<file path="config.mk">
export PLATFORM = sky130hd
export DESIGN_NAME = multi_timer_table_top
export DESIGN_NICKNAME = d
export VERILOG_FILES = /design/src/hdl/mtt_pkg.sv /design/src/hdl/mtt_store.sv /design/src/hdl/mtt_unit.sv /design/src/hdl/mtt_seq.sv /design/src/hdl/multi_timer_table_top.sv
export VERILOG_INCLUDE_DIRS = /design/src /design/src/hdl
export SDC_FILE = /design/constraint.sdc
export NUM_CORES = 2
export LEC_CHECK = 0
export BUFFER_PORTS_ARGS = -buffer_cell sky130_fd_sc_hd__buf_2
export CELL_PAD_IN_SITES_DETAIL_PLACEMENT = 1
export CELL_PAD_IN_SITES_GLOBAL_PLACEMENT = 1
export CORE_MARGIN = 4
export CORE_UTILIZATION = 55
export DETAILED_ROUTE_END_ITERATION = 10
export GPL_ROUTABILITY_DRIVEN = 0
export PLACE_DENSITY_LB_ADDON = 0.1
export SLEW_MARGIN = 20
export SYNTH_ARGS = -nofsm -noshare
export SYNTH_HDL_FRONTEND = slang
export SYNTH_SLANG_ARGS = --single-unit
export TNS_END_PERCENT = 50
</file>
<file path="constraint.sdc">
create_clock -name clk -period 16.6 [get_ports clk]
set_input_delay 1.66 -clock clk [delete_from_list [all_inputs] [get_ports clk]]
set_output_delay 1.66 -clock clk [all_outputs]
set_load 0.02 [all_outputs]
</file>
<file path="src/hdl/multi_timer_table_top_macros.svh">
// assertion helpers for the timer table, clocked on clk and held off during rst
`ifndef MULTI_TIMER_TABLE_TOP_MACROS_SVH
`define MULTI_TIMER_TABLE_TOP_MACROS_SVH

// condition holds whenever the antecedent holds in the same cycle
`define MTT_ASSERT_IMPL(label, ante, cons, msg) \
  label: assert property (@(posedge clk) disable iff (rst) (ante) |-> (cons)) else $error(msg);

// condition holds in the cycle after the antecedent
`define MTT_ASSERT_NEXT(label, ante, cons, msg) \
  label: assert property (@(posedge clk) disable iff (rst) (ante) |=> (cons)) else $error(msg);

`endif

</file>
<file path="src/hdl/mtt_pkg.sv">
package mtt_pkg;

  localparam logic [1:0] KIND_TICK  = 2'd0;
  localparam logic [1:0] KIND_START = 2'd1;
  localparam logic [1:0] KIND_CLEAR = 2'd2;
  localparam logic [1:0] KIND_NONE  = 2'd3;

  localparam logic [2:0] STATUS_STARTED   = 3'd0;
  localparam logic [2:0] STATUS_FULL      = 3'd1;
  localparam logic [2:0] STATUS_FIRED     = 3'd2;
  localparam logic [2:0] STATUS_DONE      = 3'd3;
  localparam logic [2:0] STATUS_CLEARED   = 3'd4;
  localparam logic [2:0] STATUS_NOT_FOUND = 3'd5;

  localparam logic [31:0] COUNT_MAX = 32'hFFFF_FFFF;

  typedef struct packed {
    logic [1:0]  kind;
    logic [31:0] elapsed;
    logic [31:0] duration;
    logic        repeat_req;
    logic [31:0] clear_key;
  } item_t;

  typedef struct packed {
    logic [2:0]  status;
    logic [3:0]  slot;
    logic [31:0] timer_key;
    logic        last;
  } result_t;

  typedef struct packed {
    logic        rpt;
    logic [31:0] duration;
    logic [31:0] count;
    logic [31:0] key;
  } entry_t;

  typedef struct packed {
    logic [31:0] sum;
    logic        fire;
    logic        key_hit;
  } unit_res_t;

  typedef enum logic [1:0] {
    S_IDLE,
    S_SWEEP,
    S_FINISH
  } state_t;

endpackage

</file>
<file path="src/hdl/mtt_store.sv">
module mtt_store #(
  parameter int NUM_TIMERS = 16,
  parameter int IDX_W      = 4
) (
  input  logic                 clk,
  input  logic                 rd_en,
  input  logic [IDX_W-1:0]     rd_addr,
  input  logic                 wr_en,
  input  logic [IDX_W-1:0]     wr_addr,
  input  mtt_pkg::entry_t      wr_data,
  output mtt_pkg::entry_t      rdata
);

  mtt_pkg::entry_t mem [NUM_TIMERS];

  always_ff @(posedge clk) begin
    if (wr_en) begin
      mem[wr_addr] <= wr_data;
    end
  end

  always_ff @(posedge clk) begin
    if (rd_en) begin
      rdata <= mem[rd_addr];
    end
  end

endmodule

</file>
<file path="src/hdl/mtt_unit.sv">
module mtt_unit (
  input  logic [31:0]        count,
  input  logic [31:0]        elapsed,
  input  logic [31:0]        duration,
  input  logic [31:0]        entry_key,
  input  logic [31:0]        clear_key,
  output mtt_pkg::unit_res_t res
);

  logic [32:0] total;

  assign total = {1'b0, count} + {1'b0, elapsed};

  always_comb begin
    // saturate on carry out
    res.sum     = total[32] ? mtt_pkg::COUNT_MAX : total[31:0];
    res.fire    = res.sum >= duration;
    res.key_hit = entry_key == clear_key;
  end

endmodule

</file>
<file path="src/hdl/mtt_seq.sv">
module mtt_seq #(
  parameter int NUM_TIMERS = 16,
  parameter int IDX_W      = 4
) (
  input  logic               clk,
  input  logic               rst,
  input  logic               item_valid,
  output logic               item_ready,
  input  mtt_pkg::item_t     item,
  output logic               result_valid,
  input  logic               result_ready,
  output mtt_pkg::result_t   result,
  output mtt_pkg::item_t     op,
  output logic               rd_en,
  output logic [IDX_W-1:0]   rd_addr,
  output logic               wr_en,
  output logic [IDX_W-1:0]   wr_addr,
  output mtt_pkg::entry_t    wr_data,
  input  mtt_pkg::entry_t    rdata,
  input  mtt_pkg::unit_res_t unit_res
);

  mtt_pkg::state_t state, state_next;
  logic [IDX_W-1:0]      idx;
  logic [NUM_TIMERS-1:0] valid_q;
  logic [NUM_TIMERS-1:0] expired_q;
  logic [31:0]           key_counter;
  logic [31:0]           key_inc;

  logic             accept;
  logic             out_free;
  logic             last_slot;
  logic             slot_v;
  logic             slot_x;
  logic             step_done;
  logic             step_end;
  logic             emit;
  mtt_pkg::result_t emit_res;
  logic             set_valid;
  logic             clr_valid;
  logic             set_exp;
  logic             clr_exp;
  logic             key_bump;

  assign item_ready = state == mtt_pkg::S_IDLE;
  assign accept     = item_valid && item_ready;
  assign out_free   = !result_valid || result_ready;
  assign last_slot  = idx == IDX_W'(NUM_TIMERS - 1);
  assign slot_v     = valid_q[idx];
  assign slot_x     = expired_q[idx];
  assign key_inc    = key_counter + 32'd1;
  assign wr_addr    = idx;

  // read one slot ahead so the next slot's entry is ready when the sweep moves on
  assign rd_en   = accept || (step_done && !last_slot);
  assign rd_addr = accept ? '0 : idx + 1'b1;

  always_comb begin
    state_next = state;
    unique case (state)
      mtt_pkg::S_IDLE: begin
        if (accept && item.kind != mtt_pkg::KIND_NONE) state_next = mtt_pkg::S_SWEEP;
      end
      mtt_pkg::S_SWEEP: begin
        if (step_end) state_next = mtt_pkg::S_IDLE;
        else if (step_done && last_slot) state_next = mtt_pkg::S_FINISH;
      end
      mtt_pkg::S_FINISH: begin
        if (step_end) state_next = mtt_pkg::S_IDLE;
      end
      default: state_next = mtt_pkg::S_IDLE;
    endcase
  end

  always_comb begin
    step_done = 1'b0;
    step_end  = 1'b0;
    emit      = 1'b0;
    emit_res  = '0;
    wr_en     = 1'b0;
    wr_data   = rdata;
    set_valid = 1'b0;
    clr_valid = 1'b0;
    set_exp   = 1'b0;
    clr_exp   = 1'b0;
    key_bump  = 1'b0;
    unique case (state)
      mtt_pkg::S_SWEEP: begin
        case (op.kind)
          mtt_pkg::KIND_TICK: begin
            if (!slot_v) begin
              step_done = 1'b1;
            end else if (slot_x) begin
              clr_valid = 1'b1;
              step_done = 1'b1;
            end else if (!unit_res.fire) begin
              wr_en         = 1'b1;
              wr_data.count = unit_res.sum;
              step_done     = 1'b1;
            end else if (out_free) begin
              emit               = 1'b1;
              emit_res.status    = mtt_pkg::STATUS_FIRED;
              emit_res.slot      = 4'(idx);
              emit_res.timer_key = rdata.key;
              emit_res.last      = 1'b0;
              wr_en              = 1'b1;
              wr_data.count      = rdata.rpt ? '0 : unit_res.sum;
              set_exp            = !rdata.rpt;
              step_done          = 1'b1;
            end
          end
          mtt_pkg::KIND_START: begin
            if (slot_v) begin
              step_done = 1'b1;
            end else if (out_free) begin
              emit               = 1'b1;
              emit_res.status    = mtt_pkg::STATUS_STARTED;
              emit_res.slot      = 4'(idx);
              emit_res.timer_key = key_inc;
              emit_res.last      = 1'b1;
              wr_en              = 1'b1;
              wr_data.rpt        = op.repeat_req;
              wr_data.duration   = op.duration;
              wr_data.count      = '0;
              wr_data.key        = key_inc;
              set_valid          = 1'b1;
              clr_exp            = 1'b1;
              key_bump           = 1'b1;
              step_end           = 1'b1;
            end
          end
          mtt_pkg::KIND_CLEAR: begin
            if (slot_v && unit_res.key_hit) begin
              if (out_free) begin
                emit               = 1'b1;
                emit_res.status    = mtt_pkg::STATUS_CLEARED;
                emit_res.slot      = 4'(idx);
                emit_res.timer_key = op.clear_key;
                emit_res.last      = 1'b1;
                set_exp            = 1'b1;
                step_end           = 1'b1;
              end
            end else begin
              step_done = 1'b1;
            end
          end
          default: step_end = 1'b1;
        endcase
      end
      mtt_pkg::S_FINISH: begin
        if (out_free) begin
          emit          = 1'b1;
          emit_res.last = 1'b1;
          case (op.kind)
            mtt_pkg::KIND_TICK:  emit_res.status = mtt_pkg::STATUS_DONE;
            mtt_pkg::KIND_START: emit_res.status = mtt_pkg::STATUS_FULL;
            default:             emit_res.status = mtt_pkg::STATUS_NOT_FOUND;
          endcase
          step_end = 1'b1;
        end
      end
      default: ;
    endcase
  end

  always_ff @(posedge clk) begin
    if (rst) begin
      state        <= mtt_pkg::S_IDLE;
      idx          <= '0;
      valid_q      <= '0;
      expired_q    <= '0;
      key_counter  <= '0;
      result_valid <= 1'b0;
    end else begin
      state <= state_next;
      if (accept) begin
        idx <= '0;
      end else if (step_done && !last_slot) begin
        idx <= idx + 1'b1;
      end
      if (set_valid) valid_q[idx] <= 1'b1;
      if (clr_valid) valid_q[idx] <= 1'b0;
      if (set_exp) expired_q[idx] <= 1'b1;
      if (clr_exp) expired_q[idx] <= 1'b0;
      if (key_bump) key_counter <= key_inc;
      if (emit) begin
        result_valid <= 1'b1;
      end else if (result_ready) begin
        result_valid <= 1'b0;
      end
    end
  end

  always_ff @(posedge clk) begin
    if (accept) op <= item;
    if (emit) result <= emit_res;
  end

endmodule

</file>
<file path="src/hdl/multi_timer_table_top.sv">
// Table of NUM_TIMERS software timers. Start takes the lowest free slot and returns a new key
// (or table full), clear marks the timer with a matching key as expired, and tick frees
// expired slots, advances every live count by the elapsed time (saturating; a repeating
// timer that fires restarts from zero), and emits one fire beat per timer that reaches its
// duration, followed by a done beat with last set. Items are handled one at a time: after
// the accept cycle, a sweep visits one slot per cycle through the single read port of the
// entry memory, except where a beat must wait for the result side. Start and clear end at
// the slot that matches, or sweep every slot when none does; a tick always sweeps every slot.
// A kind-three item is taken and dropped with no result. Result beats sit in an output
// register, so a new item can be accepted while the last beat is still waiting.
`include "multi_timer_table_top_macros.svh"

module multi_timer_table_top #(
  parameter int NUM_TIMERS = 16
) (
  input  logic             clk,
  input  logic             rst,
  input  logic             item_valid,
  output logic             item_ready,
  input  mtt_pkg::item_t   item,
  output logic             result_valid,
  input  logic             result_ready,
  output mtt_pkg::result_t result
);

  localparam int IDX_W = (NUM_TIMERS > 1) ? $clog2(NUM_TIMERS) : 1;

  mtt_pkg::item_t     op;
  logic               rd_en;
  logic [IDX_W-1:0]   rd_addr;
  logic               wr_en;
  logic [IDX_W-1:0]   wr_addr;
  mtt_pkg::entry_t    wr_data;
  mtt_pkg::entry_t    rdata;
  mtt_pkg::unit_res_t unit_res;

  mtt_store #(
    .NUM_TIMERS(NUM_TIMERS),
    .IDX_W     (IDX_W)
  ) u_store (
    .clk    (clk),
    .rd_en  (rd_en),
    .rd_addr(rd_addr),
    .wr_en  (wr_en),
    .wr_addr(wr_addr),
    .wr_data(wr_data),
    .rdata  (rdata)
  );

  mtt_unit u_unit (
    .count    (rdata.count),
    .elapsed  (op.elapsed),
    .duration (rdata.duration),
    .entry_key(rdata.key),
    .clear_key(op.clear_key),
    .res      (unit_res)
  );

  mtt_seq #(
    .NUM_TIMERS(NUM_TIMERS),
    .IDX_W     (IDX_W)
  ) u_seq (
    .clk         (clk),
    .rst         (rst),
    .item_valid  (item_valid),
    .item_ready  (item_ready),
    .item        (item),
    .result_valid(result_valid),
    .result_ready(result_ready),
    .result      (result),
    .op          (op),
    .rd_en       (rd_en),
    .rd_addr     (rd_addr),
    .wr_en       (wr_en),
    .wr_addr     (wr_addr),
    .wr_data     (wr_data),
    .rdata       (rdata),
    .unit_res    (unit_res)
  );

  `MTT_ASSERT_NEXT(a_busy_after_accept,
    item_valid && item_ready && item.kind != mtt_pkg::KIND_NONE, !item_ready,
    "ready still high after a working item was taken")
  `MTT_ASSERT_IMPL(a_mid_beat_is_fire,
    result_valid && !result.last, result.status == mtt_pkg::STATUS_FIRED,
    "non-final beat that is not a fire event")
  `MTT_ASSERT_IMPL(a_no_rw_clash,
    wr_en && rd_en, wr_addr != rd_addr,
    "entry read and written at the same slot")
  `MTT_ASSERT_IMPL(a_done_beat_empty,
    result_valid && result.status == mtt_pkg::STATUS_DONE,
    result.last && result.slot == '0 && result.timer_key == '0,
    "malformed done beat")

endmodule
</file>
# Word level (Yosys, flattened, before mapping)
# Memories as Yosys holds them, arrays and structs flattened. A register that Yosys moved wholly into a read port is not among the register bits.
# Cells that the tools add are included.
[word_totals] mem_bits_rw=1552 ff_bits=210 wordCells=133 mem_count=1
[memory_table] memory="u_store.mem" words=16 word_bits=97 read_ports=1 rd_clocked_by_memory_dff=1 wr=1 line="mtt_store.sv:14" source="mtt_pkg::entry_t mem [NUM_TIMERS];"
[op_classes] addsub=3 n_mux=80 bitwise=5 order_cmp=3 n_eq_ne=10 reduce_logical=16
[op_table] operator="$mux W97" n=3
[op_table] operator="$mux W40" n=6
[op_table] operator="$mux W32" n=7
[op_table] operator="$pmux W40 S3" n=1
[op_table] operator="$mux W16" n=6
[op_table] operator="$pmux W32 S2" n=1
[op_table] operator="$mux W39" n=1
[op_table] operator="$mux W37" n=1
[op_table] operator="$add A32 B32 Y33" n=1
[op_table] operator="$mux W1" n=33
[op_table] operator="$mux W33" n=1
[op_table] operator="$add A32 B1 Y32 const B" n=1
[op_table] operator="$and A16 B16 Y16" n=2
[op_table] operator="$eq A32 B32 Y1" n=1
[op_table] operator="$ge A32 B32 Y1" n=1
[op_table] operator="$or A16 B16 Y16" n=2
[op_table] operator="$not A16 Y16" n=1
[op_table] operator="$pmux W3 S2" n=2
[op_table] operator="$pmux W1 S2" n=5
[op_table] operator="$pmux W1 S3" n=3
[op_table] operator="$bmux W1 S4" n=2
[op_table] operator="$mux W2" n=4
[op_table] operator="$logic_and A1 B1 Y1" n=6
[op_table] operator="$pmux W2 S3" n=1
[op_table] operator="other kinds (18)" n=25

# Depth between registers and ports, before layout
[depth] depth_word=12 depth_mapped=23 ltp_nobuf=21

# Modules after synthesis
# Synthesis repeated with hierarchy kept, for this count alone.
[hier_totals] cells_unflattened=3884 hier_area_um2=73909.6
[modules_own_cells] mod="mtt_store" area_per_inst_um2=60840.9 cells_each=2484 instances=1 seq_area_each_um2=49517.5
[modules_own_cells] mod="mtt_seq" area_per_inst_um2=9872.0 cells_each=962 instances=1 seq_area_each_um2=5595.4
[modules_own_cells] mod="mtt_unit" area_per_inst_um2=3196.8 cells_each=438 instances=1 seq_area_each_um2=0.0

# Worst setup path after synthesis
# Ideal clock, no wire load.
[synth_path] path_kind="register to register" start="register, netlist name u_store.rdata[32]" end="memory u_store.mem[15][0] (netlist bit) (enable)" n_path_buf=4 path_stages_with_launch=23 path_slack_ns=6.650 setup_ns=0.554 arrival_ns=9.396 path_cell_list="edfxtp_1 ha_1 fa_1 a211oi_1 o21bai_1 a41oi_1 nor3_1 o31ai_1 or2_1 clkbuf_1 clkbuf_1 nand3_1 ha_1 a21oi_1 o21ai_1 a2111o_1 a211o_1 a31oi_1 o21ai_0 a211o_1 clkbuf_1 clkbuf_1 nor2_1"
[synth_between] elab_chain_len=10
[synth_rtl] element="$add A32 B32 Y33" line="mtt_unit.sv:12" source="assign total = {1'b0, count} + {1'b0, elapsed};"
[synth_rtl] element="$mux W32" line="mtt_unit.sv:16" source="res.sum = total[32] ? mtt_pkg::COUNT_MAX : total[31:0];"
[synth_rtl] element="$ge A32 B32 Y1" line="mtt_unit.sv:17" source="res.fire = res.sum >= duration;"
[synth_rtl] element="$mux W1" line="mtt_seq.sv:96" source="end else if (!unit_res.fire) begin"
[synth_rtl] element="$mux W1" line="mtt_seq.sv:93" source="end else if (slot_x) begin"
[synth_rtl] element="$mux W1" line="mtt_seq.sv:91" source="if (!slot_v) begin"
[synth_rtl] element="$pmux W1 S2" line="mtt_seq.sv:89" source="case (op.kind)"
[synth_rtl] element="$mux W1" line="mtt_seq.sv:87" source="unique case (state)"
[synth_rtl] element="$mux W1" line="mtt_store.sv:17" source="if (wr_en) begin"
[synth_rtl] element="$mux W1 (implied by the code)" line="mtt_store.sv:18" source="mem[wr_addr] <= wr_data;"
[synth_rtl] element="end, declared" line="mtt_store.sv:14"
# Every way passes these cells.

# Final worst setup path
[layout_path] start="register, netlist name u_store.rdata[32]" end="memory u_store.mem[15][79] (netlist bit) (enable)"
[layout_between] elab_chain_len=10
[layout_rtl] element="$add A32 B32 Y33" line="mtt_unit.sv:12"
[layout_rtl] element="$mux W32" line="mtt_unit.sv:16"
[layout_rtl] element="$ge A32 B32 Y1" line="mtt_unit.sv:17"
[layout_rtl] element="$mux W1" line="mtt_seq.sv:96"
[layout_rtl] element="$mux W1" line="mtt_seq.sv:93"
[layout_rtl] element="$mux W1" line="mtt_seq.sv:91"
[layout_rtl] element="$pmux W1 S2" line="mtt_seq.sv:89"
[layout_rtl] element="$mux W1" line="mtt_seq.sv:87"
[layout_rtl] element="$mux W1" line="mtt_store.sv:17"
[layout_rtl] element="$mux W1 (implied by the code)" line="mtt_store.sv:18"
# Every way passes these cells.

==> impl_metrics.yaml <==
job:
  maxCapViolCount: 0
global_routing:
  initial_antenna_violation_count: 7
  groute.usage.overall: 0.2946
  grt.overflow.total: 0
  grt_first_pass_wirelength_microns: 324500
  number_of_global_route_vias_before_repair: 51530
  grt_max_degree: 211
worst_setup_path:
  critPathMaxStageDelay_ns: 0.80
  critical_path_class: "flop to flop"
  crit_path_leading_delay_family: "compound AO/OA/AOI/OAI gates"
  timing.critical_path.mode_cell: "sky130_fd_sc_hd__buf_4"
  cp.arrival_ns: 9.55
  worst_r2r_endpoint: "u_store.mem[15][79]$_DFFE_PP_"
  reg2reg_depth: 23
  bufs_and_invs_on_worst_path: 5
  cp.required_ns: 17.03
  reg2reg_slack_ns: 7.47
  crit_path_top_delay_cell: "sky130_fd_sc_hd__nor2_4"
  worst_setup_path_end_kind: "flop"
  timing.critical_path.fanout_max: 41
  worst_setup_path_start_kind: "flop"
  worst_r2r_startpoint: "u_store.rdata[32]$_DFFE_PP_"
  worstPathCellList: "ha_1 -> fa_1 -> a211oi_1 -> o21bai_1 -> a41oi_1 -> nor3_1 -> o31ai_1 -> or2_1 -> buf_4 -> nand3_1 -> ha_1 -> a21oi_1 -> o21ai_1 -> a2111o_1 -> a211o_1 -> a31oi_1 -> buf_4 -> o21ai_0 -> a211o_4 -> buf_4 -> nor2_4 -> buf_4 -> buf_4"
power:
  power_frac_comb: 0.117
  totalPowerFinal_mw: 10.87
  total_switching_power_mw: 2.783
  power_density_nw_per_um2: 127.8
  p_leak_nw: 27.66
  seq_power_share: 0.505
  power_report.internal_total_mw: 8.089
  vdd.ir_drop.worst_v: 0.0001321
  p_sw_frac: 0.2560
  share_clk_of_total_power: 0.378
sta:
  hold_violations: 0
  tns_ns: 0
  worst_slew_pin_slew_ns: 1.146
  finalCritPeriodShare: 0.5499
  fin_worst_hold_slack_ns: 0.4861
  setup_viol: 0
  final_worst_path_period_need_ns: 9.128
  slew-limit-headroom: 0.2360
  rsz0062_at_grt: "false"
  drv_slew: 0
  fmax_ghz: 0.1096
  fin_worst_skew_ns: 0.03584
cells_and_area:
  syn2layout_area_growth_pct: 11.25
  drive_gt1_frac: 0.1041
  layout.cell_area.non_filler_sq_um: 85070
  final_cells: 7598
  fillers: 12880
  fin_nets: 5818
placed_design:
  buffer_ports.inserted: 144
  detailedPlacementHpwl_microns: 123000
  dpl_cell_area_sq_um: 79070
  placedCellCount: 7244
floorplan:
  die_width_microns: 380.9
  floorplan.die_area_sq_um: 145100
  ios: 145
  placeableCoreArea_sq_um: 137800
  fp.dieH_microns: 380.9
  placementRows: 136
  initial_core_util: 0.5548
clock_tree:
  clock_tree.buffer_depth: 3
  cts_tree: "done"
  tritoncts.num_buffers: 189
  clock_tree.root_cell: "sky130_fd_sc_hd__clkbuf_16"
  cts_hold_buf: 0
  cts-resized-gates: 0
  cts_sinks: 1859
  cts_post_setup_buffers_inserted: 0
  clk_pin_slew_worst_paths_ns: 0.06
  clock_insertion_delay_at_the_later_pin_of_the_skew_report_ns: 0.82
  htree_levels: 4
logic_synthesis:
  syn_area_sq_um: 76460
  synth_nets: 5773
  post_synth_num_cell_types: 68
  portion_of_the_post_synthesis_area_used_by_sequential_elements: 0.7208
  synth_edf_count: 1788
  postSynthRegisterBits: 1859
  synth_area_per_cell_sq_um: 13.66
  yosys_warnings: 0
  synthesis.instances: 5597
  yosys_most_used_dff: "sky130_fd_sc_hd__edfxtp_1"
  ys_async_sr_fraction: 0
routing:
  routed_wire_length_per_instance_microns: 28.58
  drt_pass1_iterations: 5
  detail_route.drc_violations: 0
  first_iter_violations: 4545
  antenna_left: 0
  vias_per_cell: 6.452
  finalWirelength_microns: 217200
  routed-via-count: 49020
status:
  outcome: "finished clean"
hold_path:
  hold_path_depth: 2
  hp-class: "flop to flop"
  worstHoldEndpoint: "u_seq.key_counter[23]$_SDFFE_PP0P_"
  hold_start: "u_seq.key_counter[23]$_SDFFE_PP0P_"
## metrics by stage
stage	setup slack [ns]	util
final	7.472	0.6172
after global routing	7.127	0.6172
after CTS	7.538	0.6167
after detailed placement	7.582	0.5736
after global placement	7.754	0.5735
after floorplan	6.650	-
## synthesized netlist by cell type (13+ instances only)
cell type | number | share of area
sky130_fd_sc_hd__nand2_1 | 949 | 0.047
sky130_fd_sc_hd__ha_1 | 72 | 0.012
sky130_fd_sc_hd__xnor2_1 | 38 | 0.0044
sky130_fd_sc_hd__or3_1 | 16 | 0.0013
sky130_fd_sc_hd__edfxtp_1 | 1788 | 0.70
sky130_fd_sc_hd__a21o_1 | 30 | 0.0029
sky130_fd_sc_hd__a21oi_1 | 285 | 0.019
sky130_fd_sc_hd__nand4_1 | 13 | 0.0011
sky130_fd_sc_hd__xor2_1 | 60 | 0.0069
sky130_fd_sc_hd__nor3_1 | 18 | 0.0012
sky130_fd_sc_hd__nand3_1 | 43 | 0.0028
sky130_fd_sc_hd__buf_1 | 21 | 0.0010
sky130_fd_sc_hd__a31oi_1 | 211 | 0.017
sky130_fd_sc_hd__nor2b_1 | 403 | 0.033
sky130_fd_sc_hd__a211oi_1 | 494 | 0.049
sky130_fd_sc_hd__clkbuf_1 | 371 | 0.018
sky130_fd_sc_hd__o21ai_0 | 79 | 0.0052
sky130_fd_sc_hd__a22o_1 | 30 | 0.0034
sky130_fd_sc_hd__buf_2 | 14 | 0.00092
sky130_fd_sc_hd__a221oi_1 | 29 | 0.0033
sky130_fd_sc_hd__nor2_1 | 155 | 0.0076
sky130_fd_sc_hd__and3_1 | 13 | 0.0011
sky130_fd_sc_hd__a311oi_1 | 207 | 0.024
sky130_fd_sc_hd__inv_1 | 54 | 0.0027
sky130_fd_sc_hd__dfxtp_1 | 71 | 0.019
## worst min-delay path, cell delays in order (launching register included)
cell and delay [ns]:
sky130_fd_sc_hd__dfxtp_1 0.33, sky130_fd_sc_hd__nand2_1 0.06, sky130_fd_sc_hd__a21oi_1 0.05
## cell type report
class / count / area [sq um] / share of cell area
repair buffers: 262 / 1707 / 0.02006
clock inverters: 121 / 967.2 / 0.01137
multi-input cells: 3274 / 19840 / 0.2332
inverters: 56 / 215.2 / 0.002530
well taps: 1794 / 2245 / 0.02639
clock buffers: 231 / 4972 / 0.05845
diodes: 1 / 2.502 / 0.00002942
flip-flops and latches: 1859 / 55120 / 0.6479
## registers in the layout (all words and copies together), names as in the netlist
name,cells
u_seq.expired_q,16
u_seq.key_counter,32
u_seq.op,99
u_seq.result,40
u_seq.result_valid,1
u_seq.state,2
u_seq.valid_q,16
u_seq.wr_addr,4
u_store.mem,1552
u_store.rdata,97
## power groups by stage
stage               logic, mW  clock network, mW  registers, mW
floorplan               0.756                  0           5.57
global placement         1.20                  0           5.58
detailed placement       1.24                  0           5.59
CTS                      1.25               4.17           5.49
global route             1.37               4.39           5.49
finish                   1.27               4.11           5.49
## cell families after synthesis
group	after synthesis	share of synthesized area
xor+xnor	98	0.01123
fa+ha+maj	73	0.01204
mux	15	0.003289
flops	1859	0.7208
compound gates	1438	0.1310
simple gates	1650	0.09852
buf+inv	464	0.02315
## routing by layer
| layer | global-route usage | wire length [microns] | vias to the layer above |
|---|---|---|---|
| met4 | 0.1059 | 7218 | 0 |
| met2 | 0.4952 | 107600 | 1864 |
| li1 | - | - | 21540 |
| met1 | 0.3955 | 88610 | 25270 |
| met3 | 0.04265 | 13790 | 348 |
| met5 | 0 | 0 | - |
## placed cells by master, fill, tap and decap left out, drive strengths merged, types with 71 or more instances in the layout
master / n
a211oi: 494
o21ai: 82
nor2: 156
buf: 261
a31oi: 211
dfxtp: 71
a311oi: 207
edfxtp: 1788
ha: 72
nor2b: 403
clkinv: 98
clkbuf: 232
nand2: 949
a21oi: 285
## worst max-delay path by stage
stage                                               end                        start  cells after the start
after floorplan            u_store.mem[15][0]$_DFFE_PP_  u_store.rdata[32]$_DFFE_PP_                     22
after global placement    u_store.mem[15][80]$_DFFE_PP_  u_store.rdata[32]$_DFFE_PP_                     23
after detailed placement  u_store.mem[15][50]$_DFFE_PP_  u_store.rdata[32]$_DFFE_PP_                     23
after CTS                 u_store.mem[15][50]$_DFFE_PP_  u_store.rdata[32]$_DFFE_PP_                     23
after global routing      u_store.mem[15][79]$_DFFE_PP_  u_store.rdata[32]$_DFFE_PP_                     23
final                     u_store.mem[15][79]$_DFFE_PP_  u_store.rdata[32]$_DFFE_PP_                     23
Note: power is estimated with default switching activity, not from simulation.
